<file path="src/rtl/dfs_pkg.sv">
`timescale 1ns / 1ps
// ============================================================================
// dfs_pkg: shared types and constants of the directional focus search
// Table geometry, operation and direction codes, and the records that pass
// between the sequencer and the scoring unit.
// ============================================================================
package dfs_pkg;

  localparam int MAX_ENTRIES = 64;
  localparam int COORD_BITS  = 12;

  localparam int IDX_BITS   = $clog2(MAX_ENTRIES);
  localparam int CNT_BITS   = $clog2(MAX_ENTRIES + 1);
  // Doubled center 2*x + w is at most three times the largest coordinate.
  localparam int CTR_W      = COORD_BITS + 2;
  localparam int DELTA_W    = CTR_W + 1;
  // Score |axis| + 2*|cross| is at most nine times the largest coordinate.
  localparam int SCORE_W    = COORD_BITS + 4;
  localparam int FOCUS_W    = 6;

  localparam logic [1:0] OP_CLEAR = 2'd0;
  localparam logic [1:0] OP_ADD   = 2'd1;
  localparam logic [1:0] OP_FOCUS = 2'd2;
  localparam logic [1:0] OP_MOVE  = 2'd3;

  localparam logic [1:0] DIR_LEFT  = 2'd0;
  localparam logic [1:0] DIR_RIGHT = 2'd1;
  localparam logic [1:0] DIR_UP    = 2'd2;
  localparam logic [1:0] DIR_DOWN  = 2'd3;

  localparam logic signed [DELTA_W-1:0] DELTA_POS2 = DELTA_W'(2);
  localparam logic signed [DELTA_W-1:0] DELTA_NEG2 = -DELTA_POS2;

  typedef struct packed {
    logic [COORD_BITS-1:0] x;
    logic [COORD_BITS-1:0] y;
    logic [COORD_BITS-1:0] w;
    logic [COORD_BITS-1:0] h;
  } rect_t;

  // One table entry on its way into the scoring unit.
  typedef struct packed {
    logic                vld;
    logic [IDX_BITS-1:0] idx;
    rect_t               rect;
  } probe_t;

  // One qualifying candidate leaving the scoring unit.
  typedef struct packed {
    logic                vld;
    logic [IDX_BITS-1:0] idx;
    logic [SCORE_W-1:0]  score;
  } cand_t;

  function automatic logic [CTR_W-1:0] center2(input logic [COORD_BITS-1:0] pos,
                                               input logic [COORD_BITS-1:0] size);
    center2 = CTR_W'({pos, 1'b0}) + CTR_W'(size);
  endfunction

endpackage

</file>
<file path="src/rtl/dfs_score_unit.sv">
`timescale 1ns / 1ps
// ============================================================================
// dfs_score_unit: two-stage scoring of one table entry per cycle
// Takes a stored rectangle, forms its doubled-center offset from the current
// focus, checks that it lies beyond in the asked direction and scores it.
// ============================================================================
module dfs_score_unit (
  input  logic                        clk,
  input  logic                        rst,
  input  dfs_pkg::probe_t             probe,
  input  logic [dfs_pkg::CTR_W-1:0]   cur_cx,
  input  logic [dfs_pkg::CTR_W-1:0]   cur_cy,
  input  logic [1:0]                  dir,
  output dfs_pkg::cand_t              cand
);

  logic                             a_vld;
  logic [dfs_pkg::IDX_BITS-1:0]     a_idx;
  logic signed [dfs_pkg::DELTA_W-1:0] a_dx;
  logic signed [dfs_pkg::DELTA_W-1:0] a_dy;

  logic signed [dfs_pkg::DELTA_W-1:0] dx_next;
  logic signed [dfs_pkg::DELTA_W-1:0] dy_next;
  logic signed [dfs_pkg::DELTA_W-1:0] neg_dx;
  logic signed [dfs_pkg::DELTA_W-1:0] neg_dy;
  logic [dfs_pkg::CTR_W-1:0]          abs_dx;
  logic [dfs_pkg::CTR_W-1:0]          abs_dy;
  logic [dfs_pkg::CTR_W-1:0]          axis;
  logic [dfs_pkg::CTR_W-1:0]          cross_mag;
  logic                               qual;
  logic [dfs_pkg::SCORE_W-1:0]        score_next;

  // Stage A: offsets of the doubled centers.
  always_comb begin
    dx_next = $signed({1'b0, dfs_pkg::center2(probe.rect.x, probe.rect.w)})
            - $signed({1'b0, cur_cx});
    dy_next = $signed({1'b0, dfs_pkg::center2(probe.rect.y, probe.rect.h)})
            - $signed({1'b0, cur_cy});
  end

  always_ff @(posedge clk) begin
    if (rst) begin
      a_vld <= 1'b0;
    end else begin
      a_vld <= probe.vld;
    end
    a_idx <= probe.idx;
    a_dx  <= dx_next;
    a_dy  <= dy_next;
  end

  // Stage B: direction test, magnitudes and weighted sum.
  always_comb begin
    neg_dx = -a_dx;
    neg_dy = -a_dy;
    abs_dx = a_dx[dfs_pkg::DELTA_W-1] ? neg_dx[dfs_pkg::CTR_W-1:0]
                                      : a_dx[dfs_pkg::CTR_W-1:0];
    abs_dy = a_dy[dfs_pkg::DELTA_W-1] ? neg_dy[dfs_pkg::CTR_W-1:0]
                                      : a_dy[dfs_pkg::CTR_W-1:0];
    case (dir)
      dfs_pkg::DIR_LEFT:  qual = a_dx < dfs_pkg::DELTA_NEG2;
      dfs_pkg::DIR_RIGHT: qual = a_dx > dfs_pkg::DELTA_POS2;
      dfs_pkg::DIR_UP:    qual = a_dy < dfs_pkg::DELTA_NEG2;
      default:            qual = a_dy > dfs_pkg::DELTA_POS2;
    endcase
    if (dir == dfs_pkg::DIR_LEFT || dir == dfs_pkg::DIR_RIGHT) begin
      axis      = abs_dx;
      cross_mag = abs_dy;
    end else begin
      axis      = abs_dy;
      cross_mag = abs_dx;
    end
    score_next = dfs_pkg::SCORE_W'(axis) + dfs_pkg::SCORE_W'({cross_mag, 1'b0});
  end

  always_ff @(posedge clk) begin
    if (rst) begin
      cand.vld <= 1'b0;
    end else begin
      cand.vld <= a_vld && qual;
    end
    cand.idx   <= a_idx;
    cand.score <= score_next;
  end

endmodule

</file>
<file path="src/rtl/directional_focus_search.sv">
`timescale 1ns / 1ps
// ============================================================================
// directional_focus_search: focus table with directional navigation
// Stores rectangles, tracks one focused entry and moves the focus to the
// nearest entry in a requested direction.
// ============================================================================
// Usage
//   A request enters on in_valid/in_ready with an opcode (clear, add, set
//   focus, move) and its operands. Every request produces exactly one
//   response on out_valid/out_ready carrying done_res, focus_index and
//   focus_valid as they stand after the request.
//   Clear, add and set focus pass from acceptance through the push state
//   to the response register. A move with a valid focus reads the focused
//   entry, then streams every stored entry through the scoring unit, one per
//   cycle from the single table read port, and drains the pipeline before
//   the push. A move without focus goes straight to the push state.
//   in_ready is high only while the sequencer is idle; one request is in
//   work at a time.
//   The response sits in an output register. A new request is accepted while
//   an earlier response still waits there; the new response is held back
//   until the receiver has taken the old one.
//   Reset empties the table and drops the focus at once; no clearing pass
//   is needed because only entries below the fill count are ever read.
// ============================================================================
module directional_focus_search (
  input  logic        clk,
  input  logic        rst,
  input  logic        in_valid,
  output logic        in_ready,
  input  logic [1:0]  opcode,
  input  logic [11:0] rect_x,
  input  logic [11:0] rect_y,
  input  logic [11:0] rect_w,
  input  logic [11:0] rect_h,
  input  logic [5:0]  target_index,
  input  logic [1:0]  direction,
  output logic        out_valid,
  input  logic        out_ready,
  output logic        done_res,
  output logic [5:0]  focus_index,
  output logic        focus_valid
);

  localparam logic [2:0] ST_IDLE  = 3'd0;
  localparam logic [2:0] ST_CUR   = 3'd1;
  localparam logic [2:0] ST_SCAN  = 3'd2;
  localparam logic [2:0] ST_DRAIN = 3'd3;
  localparam logic [2:0] ST_FIN   = 3'd4;
  localparam logic [2:0] ST_PUSH  = 3'd5;

  // Pipeline depth behind the last table read: read data, stage A, stage B.
  localparam logic [1:0] DRAIN_LAST = 2'd2;

  logic [2:0]                        state;
  logic [dfs_pkg::CNT_BITS-1:0]      entry_count;
  logic [dfs_pkg::IDX_BITS-1:0]      focused_entry;
  logic                              focus_present;
  logic [dfs_pkg::CNT_BITS-1:0]      scan_i;
  logic [1:0]                        drain_cnt;
  logic [1:0]                        dir_q;
  logic [dfs_pkg::CTR_W-1:0]         cx_q;
  logic [dfs_pkg::CTR_W-1:0]         cy_q;
  logic                              res_done;
  logic                              best_have;
  logic [dfs_pkg::IDX_BITS-1:0]      best_idx;
  logic [dfs_pkg::SCORE_W-1:0]       best_score;

  dfs_pkg::rect_t                    rect_table [dfs_pkg::MAX_ENTRIES];
  dfs_pkg::rect_t                    rd_data;
  dfs_pkg::rect_t                    wr_rect;
  logic [dfs_pkg::IDX_BITS-1:0]      rd_addr;
  logic                              p0_vld;
  logic [dfs_pkg::IDX_BITS-1:0]      p0_idx;
  dfs_pkg::probe_t                   probe;
  dfs_pkg::cand_t                    cand;

  logic accept;
  logic table_full;
  logic do_write;
  logic push_ok;

  assign in_ready   = (state == ST_IDLE);
  assign accept     = in_valid && in_ready;
  assign table_full = !(entry_count < dfs_pkg::CNT_BITS'(dfs_pkg::MAX_ENTRIES));
  assign do_write   = accept && (opcode == dfs_pkg::OP_ADD) && !table_full;
  assign push_ok    = !out_valid || out_ready;

  assign wr_rect.x = rect_x[dfs_pkg::COORD_BITS-1:0];
  assign wr_rect.y = rect_y[dfs_pkg::COORD_BITS-1:0];
  assign wr_rect.w = rect_w[dfs_pkg::COORD_BITS-1:0];
  assign wr_rect.h = rect_h[dfs_pkg::COORD_BITS-1:0];

  // While idle the port keeps reading the focused entry, so its rectangle is
  // ready in the cycle after a move is accepted.
  assign rd_addr = (state == ST_SCAN) ? scan_i[dfs_pkg::IDX_BITS-1:0] : focused_entry;

  always_ff @(posedge clk) begin
    if (do_write) begin
      rect_table[entry_count[dfs_pkg::IDX_BITS-1:0]] <= wr_rect;
    end
    rd_data <= rect_table[rd_addr];
  end

  // Issue tag that travels alongside the read data. The focused entry itself
  // is never a candidate.
  always_ff @(posedge clk) begin
    if (rst) begin
      p0_vld <= 1'b0;
    end else begin
      p0_vld <= (state == ST_SCAN) && (scan_i[dfs_pkg::IDX_BITS-1:0] != focused_entry);
    end
    p0_idx <= scan_i[dfs_pkg::IDX_BITS-1:0];
  end

  assign probe.vld  = p0_vld;
  assign probe.idx  = p0_idx;
  assign probe.rect = rd_data;

  dfs_score_unit u_score (
    .clk    (clk),
    .rst    (rst),
    .probe  (probe),
    .cur_cx (cx_q),
    .cur_cy (cy_q),
    .dir    (dir_q),
    .cand   (cand)
  );

  // Running minimum. Candidates arrive in index order, and only a strictly
  // smaller score replaces the best, so the earliest minimum wins.
  always_ff @(posedge clk) begin
    if (state == ST_CUR) begin
      best_have <= 1'b0;
    end else if (cand.vld && (!best_have || cand.score < best_score)) begin
      best_have  <= 1'b1;
      best_idx   <= cand.idx;
      best_score <= cand.score;
    end
  end

  // Sequencer and focus state.
  always_ff @(posedge clk) begin
    if (rst) begin
      state         <= ST_IDLE;
      entry_count   <= '0;
      focused_entry <= '0;
      focus_present <= 1'b0;
      scan_i        <= '0;
      drain_cnt     <= '0;
    end else begin
      case (state)
        ST_IDLE: begin
          if (accept) begin
            dir_q <= direction;
            case (opcode)
              dfs_pkg::OP_CLEAR: begin
                entry_count   <= '0;
                focused_entry <= '0;
                focus_present <= 1'b0;
                res_done      <= 1'b0;
                state         <= ST_PUSH;
              end
              dfs_pkg::OP_ADD: begin
                res_done <= !table_full;
                state    <= ST_PUSH;
                if (!table_full) begin
                  if (!focus_present) begin
                    focused_entry <= entry_count[dfs_pkg::IDX_BITS-1:0];
                    focus_present <= 1'b1;
                  end
                  entry_count <= entry_count + 1'b1;
                end
              end
              dfs_pkg::OP_FOCUS: begin
                state <= ST_PUSH;
                if (32'(target_index) < 32'(entry_count)) begin
                  focused_entry <= dfs_pkg::IDX_BITS'(target_index);
                  focus_present <= 1'b1;
                  res_done      <= 1'b1;
                end else begin
                  res_done <= 1'b0;
                end
              end
              default: begin
                if (!focus_present
                    || dfs_pkg::CNT_BITS'(focused_entry) >= entry_count) begin
                  state <= ST_PUSH;
                  if (entry_count != '0) begin
                    focused_entry <= '0;
                    focus_present <= 1'b1;
                    res_done      <= 1'b1;
                  end else begin
                    res_done <= 1'b0;
                  end
                end else begin
                  res_done <= 1'b0;
                  state    <= ST_CUR;
                end
              end
            endcase
          end
        end
        ST_CUR: begin
          // rd_data holds the focused rectangle here.
          cx_q   <= dfs_pkg::center2(rd_data.x, rd_data.w);
          cy_q   <= dfs_pkg::center2(rd_data.y, rd_data.h);
          scan_i <= '0;
          state  <= ST_SCAN;
        end
        ST_SCAN: begin
          if (scan_i == entry_count - 1'b1) begin
            drain_cnt <= '0;
            state     <= ST_DRAIN;
          end else begin
            scan_i <= scan_i + 1'b1;
          end
        end
        ST_DRAIN: begin
          drain_cnt <= drain_cnt + 1'b1;
          if (drain_cnt == DRAIN_LAST) begin
            state <= ST_FIN;
          end
        end
        ST_FIN: begin
          if (best_have) begin
            focused_entry <= best_idx;
            res_done      <= 1'b1;
          end
          state <= ST_PUSH;
        end
        ST_PUSH: begin
          if (push_ok) begin
            state <= ST_IDLE;
          end
        end
        default: begin
          state <= ST_IDLE;
        end
      endcase
    end
  end

  // Response register.
  always_ff @(posedge clk) begin
    if (rst) begin
      out_valid <= 1'b0;
    end else if (state == ST_PUSH && push_ok) begin
      out_valid <= 1'b1;
    end else if (out_ready) begin
      out_valid <= 1'b0;
    end
    if (state == ST_PUSH && push_ok) begin
      done_res    <= res_done;
      focus_index <= focus_present ? dfs_pkg::FOCUS_W'(focused_entry) : '0;
      focus_valid <= focus_present;
    end
  end

  // A focused entry always lies inside the filled part of the table.
  a_focus_in_table: assert property (@(posedge clk) disable iff (rst)
    focus_present |-> dfs_pkg::CNT_BITS'(focused_entry) < entry_count)
    else $error("focused entry beyond the fill count");

  a_count_bound: assert property (@(posedge clk) disable iff (rst)
    entry_count <= dfs_pkg::CNT_BITS'(dfs_pkg::MAX_ENTRIES))
    else $error("fill count exceeds table depth");

  // During a search the best candidate is never the entry we move away from.
  a_best_not_self: assert property (@(posedge clk) disable iff (rst)
    ((state == ST_SCAN || state == ST_DRAIN || state == ST_FIN) && best_have)
      |-> best_idx != focused_entry)
    else $error("search picked the focused entry");

  a_busy_after_accept: assert property (@(posedge clk) disable iff (rst)
    accept |=> !in_ready)
    else $error("second request taken while one is in work");

  // Scanning never runs past the filled part of the table.
  a_scan_bound: assert property (@(posedge clk) disable iff (rst)
    (state == ST_SCAN) |-> scan_i < entry_count)
    else $error("scan index beyond the fill count");

endmodule
</file>
<file path="config.mk">
export PLATFORM = sky130hd
export DESIGN_NAME = directional_focus_search
export DESIGN_NICKNAME = d
export VERILOG_FILES = /design/src/rtl/dfs_pkg.sv /design/src/rtl/dfs_score_unit.sv /design/src/rtl/directional_focus_search.sv
export SDC_FILE = /design/constraint.sdc
export NUM_CORES = 2
export LEC_CHECK = 0
export ABC_AREA = 0
export BUFFER_PORTS_ARGS = -buffer_cell sky130_fd_sc_hd__buf_2
export CAP_MARGIN = 5
export CORE_MARGIN = 1.5
export CORE_UTILIZATION = 60
export CTS_CLUSTER_SIZE = 40
export DETAILED_ROUTE_END_ITERATION = 16
export GPL_TIMING_DRIVEN = 0
export PLACE_DENSITY = 0.78
export SLEW_MARGIN = 20
export SYNTH_ARGS = -nofsm -noshare
export SYNTH_HDL_FRONTEND = slang
export SYNTH_SLANG_ARGS = --single-unit
</file>
<file path="constraint.sdc">
create_clock -name clk -period 5.4 [get_ports clk]
set_clock_uncertainty 0.2 [all_clocks]
set_input_delay 0.27 -clock clk [delete_from_list [all_inputs] [get_ports clk]]
set_output_delay 0.27 -clock clk [all_outputs]
set_load 0.05 [all_outputs]
</file>
Yosys cells after proc, flatten, opt, wreduce, memory -nomap -nowiden
Memories as Yosys holds them, arrays and structs flattened. A register that Yosys moved wholly into a read port is not among the register bits.
Cells that the tools add are included.
{"block": "classes", "bitwise": 2, "n_eq_ne": 25, "order_cmp": 8, "addsub": 11, "n_mux": 44, "reduce_logical": 36}
{"operator": "$mux W14", "n": 4}
{"operator": "$mux W6", "n": 8}
{"operator": "$gt A15 B3 Y1 const B", "n": 2}
{"operator": "$lt A15 B2 Y1 const B", "n": 2}
{"operator": "$sub A14 B14 Y15", "n": 2}
{"operator": "$add A13 B12 Y14", "n": 2}
{"operator": "$neg A14 Y14", "n": 2}
{"operator": "$pmux W7 S2", "n": 2}
{"operator": "$mux W3", "n": 6}
{"operator": "$pmux W3 S6", "n": 1}
{"operator": "$pmux W6 S3", "n": 1}
{"operator": "$add A14 B15 Y16", "n": 1}
{"operator": "$lt A16 B16 Y1", "n": 1}
{"operator": "$add A7 B1 Y7 const B", "n": 2}
{"operator": "$mux W7", "n": 2}
{"operator": "$mux W1", "n": 13}
{"operator": "$ne A2 B2 Y1 const B", "n": 6}
{"operator": "$pmux W6 S2", "n": 1}
{"operator": "$reduce_and A4 Y1", "n": 3}
{"operator": "$ne A5 B1 Y1 const B", "n": 2}
{"operator": "$reduce_bool A2 Y1", "n": 5}
{"operator": "$ne A3 B3 Y1 const B", "n": 3}
{"operator": "$pmux W1 S3", "n": 3}
{"operator": "$reduce_and A2 Y1", "n": 4}
{"operator": "other kinds (28)", "n": 48}
{"block": "word_totals", "memories": 1, "inputBits": 62, "regBits": 156, "word_cells": 153, "output_inout_bits": 10, "ramBits": 3072}
{"memory": "rect_table", "words": 64, "word_bits": 48, "read_ports": 1, "rd_clocked_by_memory_dff": 1, "wr": 1, "line": "directional_focus_search.sv:68", "text": "dfs_pkg::rect_t rect_table [dfs_pkg::MAX_ENTRIES];"}

Logic depth before layout (Yosys ltp)
{"block": "depth", "word_depth": 6, "depth_mapped": 16, "mapped_depth_nobuf": 16}

By module
Synthesis repeated with hierarchy kept, for this count alone.
{"block": "hier_totals", "hier_cells": 7191, "area_unflattened_um2": 128231.7}
{"mod": "directional_focus_search", "instances": 1, "seq_area_each_um2": 95741.8, "area_each_um2": 123639.8, "cells_each": 6679}
{"mod": "dfs_score_unit", "instances": 1, "seq_area_each_um2": 1201.2, "area_each_um2": 4591.9, "cells_each": 512}

Least setup slack after synthesis
Ideal clock, no wire load.
{"block": "synth_timing", "kind": "flip-flop to flip-flop", "start": "register state[2]", "end": "memory rect_table[62][0] (netlist name), enable pin", "stages_incl_launch_ff": 7, "period_less_slack_ns": 5.544, "path_slack_ns": -0.144, "setup_time_ns": 0.454, "required_time_ns": 4.746, "t_arrival_ns": 4.890, "path_buffers": 1, "path_cell_list": "dfxtp_1 > clkbuf_1 > nor3_1 > nand2_1 > nor3_1 > nand3_1 > nor2_1"}
{"block": "synth_via", "elab_chain_len": 6}
{"element": "start: declaration", "line": "directional_focus_search.sv:54", "text": "logic [2:0] state;"}
{"element": "start signal: assignment", "line": "directional_focus_search.sv:144", "text": "state <= ST_IDLE;"}
{"element": "start signal: assignment", "line": "directional_focus_search.sv:161", "text": "state <= ST_PUSH;"}
{"element": "start signal: assignment", "line": "directional_focus_search.sv:165", "text": "state <= ST_PUSH;"}
{"element": "$logic_not A3 Y1", "line": "directional_focus_search.sv:82", "text": "assign in_ready = (state == ST_IDLE);"}
{"element": "named net in_ready", "line": "directional_focus_search.sv:29", "text": "output logic in_ready,"}
{"element": "$logic_and A1 B1 Y1", "line": "directional_focus_search.sv:83", "text": "assign accept = in_valid && in_ready;"}
{"element": "$logic_and A1 B1 Y1 (2 in series)", "line": "directional_focus_search.sv:85", "text": "assign do_write = accept && (opcode == dfs_pkg::OP_ADD) && !table_full;"}
{"element": "$mux W1", "line": "directional_focus_search.sv:98", "text": "if (do_write) begin"}
{"element": "$mux W1 (implied by the code)", "line": "directional_focus_search.sv:99", "text": "rect_table[entry_count[dfs_pkg::IDX_BITS-1:0]] <= wr_rect;"}
{"element": "end: declaration", "line": "directional_focus_search.sv:68"}
The timed path passes the listed nets, and every way through them passes these cells.

Worst setup path after layout
{"block": "layout_timing", "start": "register state[0]", "end": "register probe[25] (netlist name)"}
{"block": "layout_via", "elab_chain_len": 2}
{"element": "$eq A3 B2 Y1", "line": "directional_focus_search.sv:95", "text": "assign rd_addr = (state == ST_SCAN) ? scan_i[dfs_pkg::IDX_BITS-1:0] : focused_entry;"}
{"element": "$mux W6", "line": "directional_focus_search.sv:95"}
Every way passes these cells.
A chain may end at the register's enable or synchronous reset.

==> results.md <==
* Slew headroom at 8.50%
* Failing checks: design-rule violations, negative setup slack
* Die area at 0.215 mm^2
* Pin count of the biggest net entering global routing at 65
* Top cells by area, synth: edfxtp_1 (74%), mux2i_1 (12%), o22ai_1 (3.8%), dfxtp_1 (2.2%), o41ai_1 (1.4%)
* Peak Freq at 171 MHz
* Num rows at 168
* GR Util All Layers at 38.0%
* Clock Tree Root: clkbuf_16
* Max Slew Vio Count at 0
* Post-synthesis cell count at 7133
* LEAKAGE at ~58 nW
* CTS buffer count at ~330
* Routed length per placed instance at between 30 and 40 um
* H-tree depth at 5
* Die extent in x at approximately 460 um
* Seq/Total Area, Yosys at between 70% and 80%
* Final worst setup slack at -0.459 ns
* Vias in the first global route at 75000
* Netlist area before placement at around 0.13 mm^2
* Met1 Usage GRT at between 40% and 50%
* GRT Residual Overflow at 0
* CP Capture Type: flip-flop
* Synth Register Bits at 3276
* WL final at ~420000 um
* Outcome: finished with violations
* Peak supply drop at ~0.43 mV
* Tcrit/Tclk final at 109%
* DIE HEIGHT at between 400 and 500 um
* Initial antenna violation count at 19
* Clk pin slew, worst setup/hold paths at 0.06 ns
* Number of detailed-route iterations in the first pass at 14
* Initial Util at 60.6%
* Startpoint Class: flip-flop
* Global-route wire length before repair at 567000 um
* Core Util, Final at 70.7%
* Synth-to-layout area growth at 16.6%
* DP HPWL at 270000 um
* Clk_lat worst skew at 0.98 ns
* DP Worst Slack at -0.168 ns
* Final #Nets at 8007
* Clock Sinks at 3276
* Vias post-DR at 78500
* Number of port buffers at 71
* Final RePlAce weighted congestion at approximately 0.94
* Unrepaired setup endpoints after global routing: false
* Count leader, synth: edfxtp_1
* Final hold violation count at 0
* Number of flops mapped to enable cells by yosys at about 3100
* Post-synth top flop: edfxtp_1
* Detailed Route Iter0 Violations at 15000
* Busiest grt layer: met2
* Yosys top cell by area: edfxtp_1
* Final Critical Period at between 5 and 6 ns
* Clock Tree Buf Depth at 4
* Worst EP required at 5.79 ns
* Setup CP Type: flip-flop to flip-flop
* Crit-path max FO at 10
* Setup TNS at -0.749 ns
* Worst hold path class: input port to flip-flop
* FF-to-FF Start: state[0]
* CORE AREA at 0.210 mm^2
* Synth warn at 0
* Synth top cells by count: edfxtp_1 (3133), mux2i_1 (1562), o22ai_1 (768), o41ai_1 (200), buf_2 (169)
* CTS tree: built
* Setup Viol. Count Final at 3
* Residual DRC at 1
* Critical path arrival at 6.25 ns
* Hold Crit Start: rect_h[2]
* I/O pins at 72
* Top-area cell type share of the netlist area at 73.9%
* Origin of the worst setup path: state[0]
* Fraction of layout instances using a drive strength above 1 at around 15%
* Slew at the pin with the worst max-slew slack at 1.35 ns
* Avg Synthesized Cell Area at 17.9 um^2
* Distinct cell type count after synthesis at 67
* Via density per instance at 7.19
* Post-synth ARST share at 0%
* M3 GR Usage at 13.6%
* Power density over the cells at 403 mW/mm^2
* GR Util met2 at 54.8%
* Syn_nets at 7300
* Number of max-cap violations at 0
* Antenna Nets Post-Route at 0
repair_timing:
item	CTS	global route
endpoints found under the setup margin	1	3
hold buffers	70	0
endpoints found under the hold margin	2943	0
gates resized for setup	1	7
pin swaps	0	1
buffers inserted	0	0
metal layers:
layer,part of all wire [%],vias to the layer above,wire length (um)
met5,0.036,-,149
met4,9.2,14,38600
met3,16,1776,68500
met2,43,7975,177000
met1,32,38400,133000
li1,-,30400,-
placed cells by master, fill, tap and decap left out, drive strengths merged, types with 38 or more instances in the layout:
cell	Yosys	final
mux2i	1562	1562
o21ai	43	43
inv	81	85
buf	290	596
a21oi	49	49
nor2	146	146
dfxtp	143	143
dlygate4sd3	0	70
clkbuf	99	521
o22ai	768	768
nand4	56	56
xnor2	53	53
o41ai	200	200
xor2	38	38
clkinv	1	122
nand2	74	74
ha	100	100
edfxtp	3133	3133
flip-flops by register name (all words and copies together), names as in the netlist, 3 cells and up:
name	cells
rect_table	3072
u_score.a_dy	15
probe	48
best_score	16
focus_index	6
cy_q	14
u_score.a_idx	6
scan_i	7
entry_count	7
focused_entry	6
best_idx	6
u_score.a_dx	15
u_score.cand	23
state	3
p0_idx	6
cx_q	14
cells by family after synthesis:
kind of cell	synth area share [%]
AOI/OAI and AO/OA	6.21
and+or+nand+nor	1.79
DFF	76.1
xor gates and xnor gates	0.626
buffers and inverters	1.93
adders and majority gates	1.06
muxes	12.3
per-stage QoR:
| step | instance area (um^2) | hold slack, ns | std cells | total power, W |
|---|---|---|---|---|
| floorplan | 127000 | 0.110 | 7133 | 0.0345 |
| global placement | 131000 | 0.110 | 10000 | 0.0372 |
| detailed placement | 137000 | 0.112 | 10200 | 0.0375 |
| CTS | 148000 | 0.0412 | 10900 | 0.0593 |
| global route | 149000 | 0.0977 | 10900 | 0.0612 |
| finish | 149000 | 0.0961 | 10900 | 0.0598 |
worst max-delay path, stage by stage, from the launching register on:
cell	delay (ns)
dfxtp_1	0.39
or3b_4	0.44
mux2i_1	0.56
buf_2	0.29
buf_2	0.71
buf_2	0.51
mux2i_1	0.25
o22ai_1	0.10
o41ai_1	1.17
nand4_1	0.85
layout make-up:
type | count | area, um^2
plain buffers | 389 | 2180
well taps | 2805 | 3510
multi-input cells | 3386 | 29100
repair buffers | 380 | 6070
flip-flops and latches | 3276 | 96900
fillers | 12200 | 61600
clock inverters | 161 | 1500
diodes | 21 | 52.6
clock buffers | 418 | 8880
inverters | 82 | 308
worst paths after layout:
check                                          to  slack (ns)  cells past startpoint
worst min register to register   u_score.cand[20]        0.13                      0
worst min-delay path            rect_table[57][2]         0.1                      2
worst max register to register          probe[25]       -0.46                      9
worst max-delay path                    probe[25]       -0.46                      9
power by group:
| part | total (W) | internal (W) | switching (W) |
|---|---|---|---|
| Combinational | 0.00852 | 0.00309 | 0.00543 |
| Clock | 0.0224 | 0.0129 | 0.00955 |
| Sequential | 0.0289 | 0.0284 | 0.000462 |
Power figures use the tool's default switching activity.
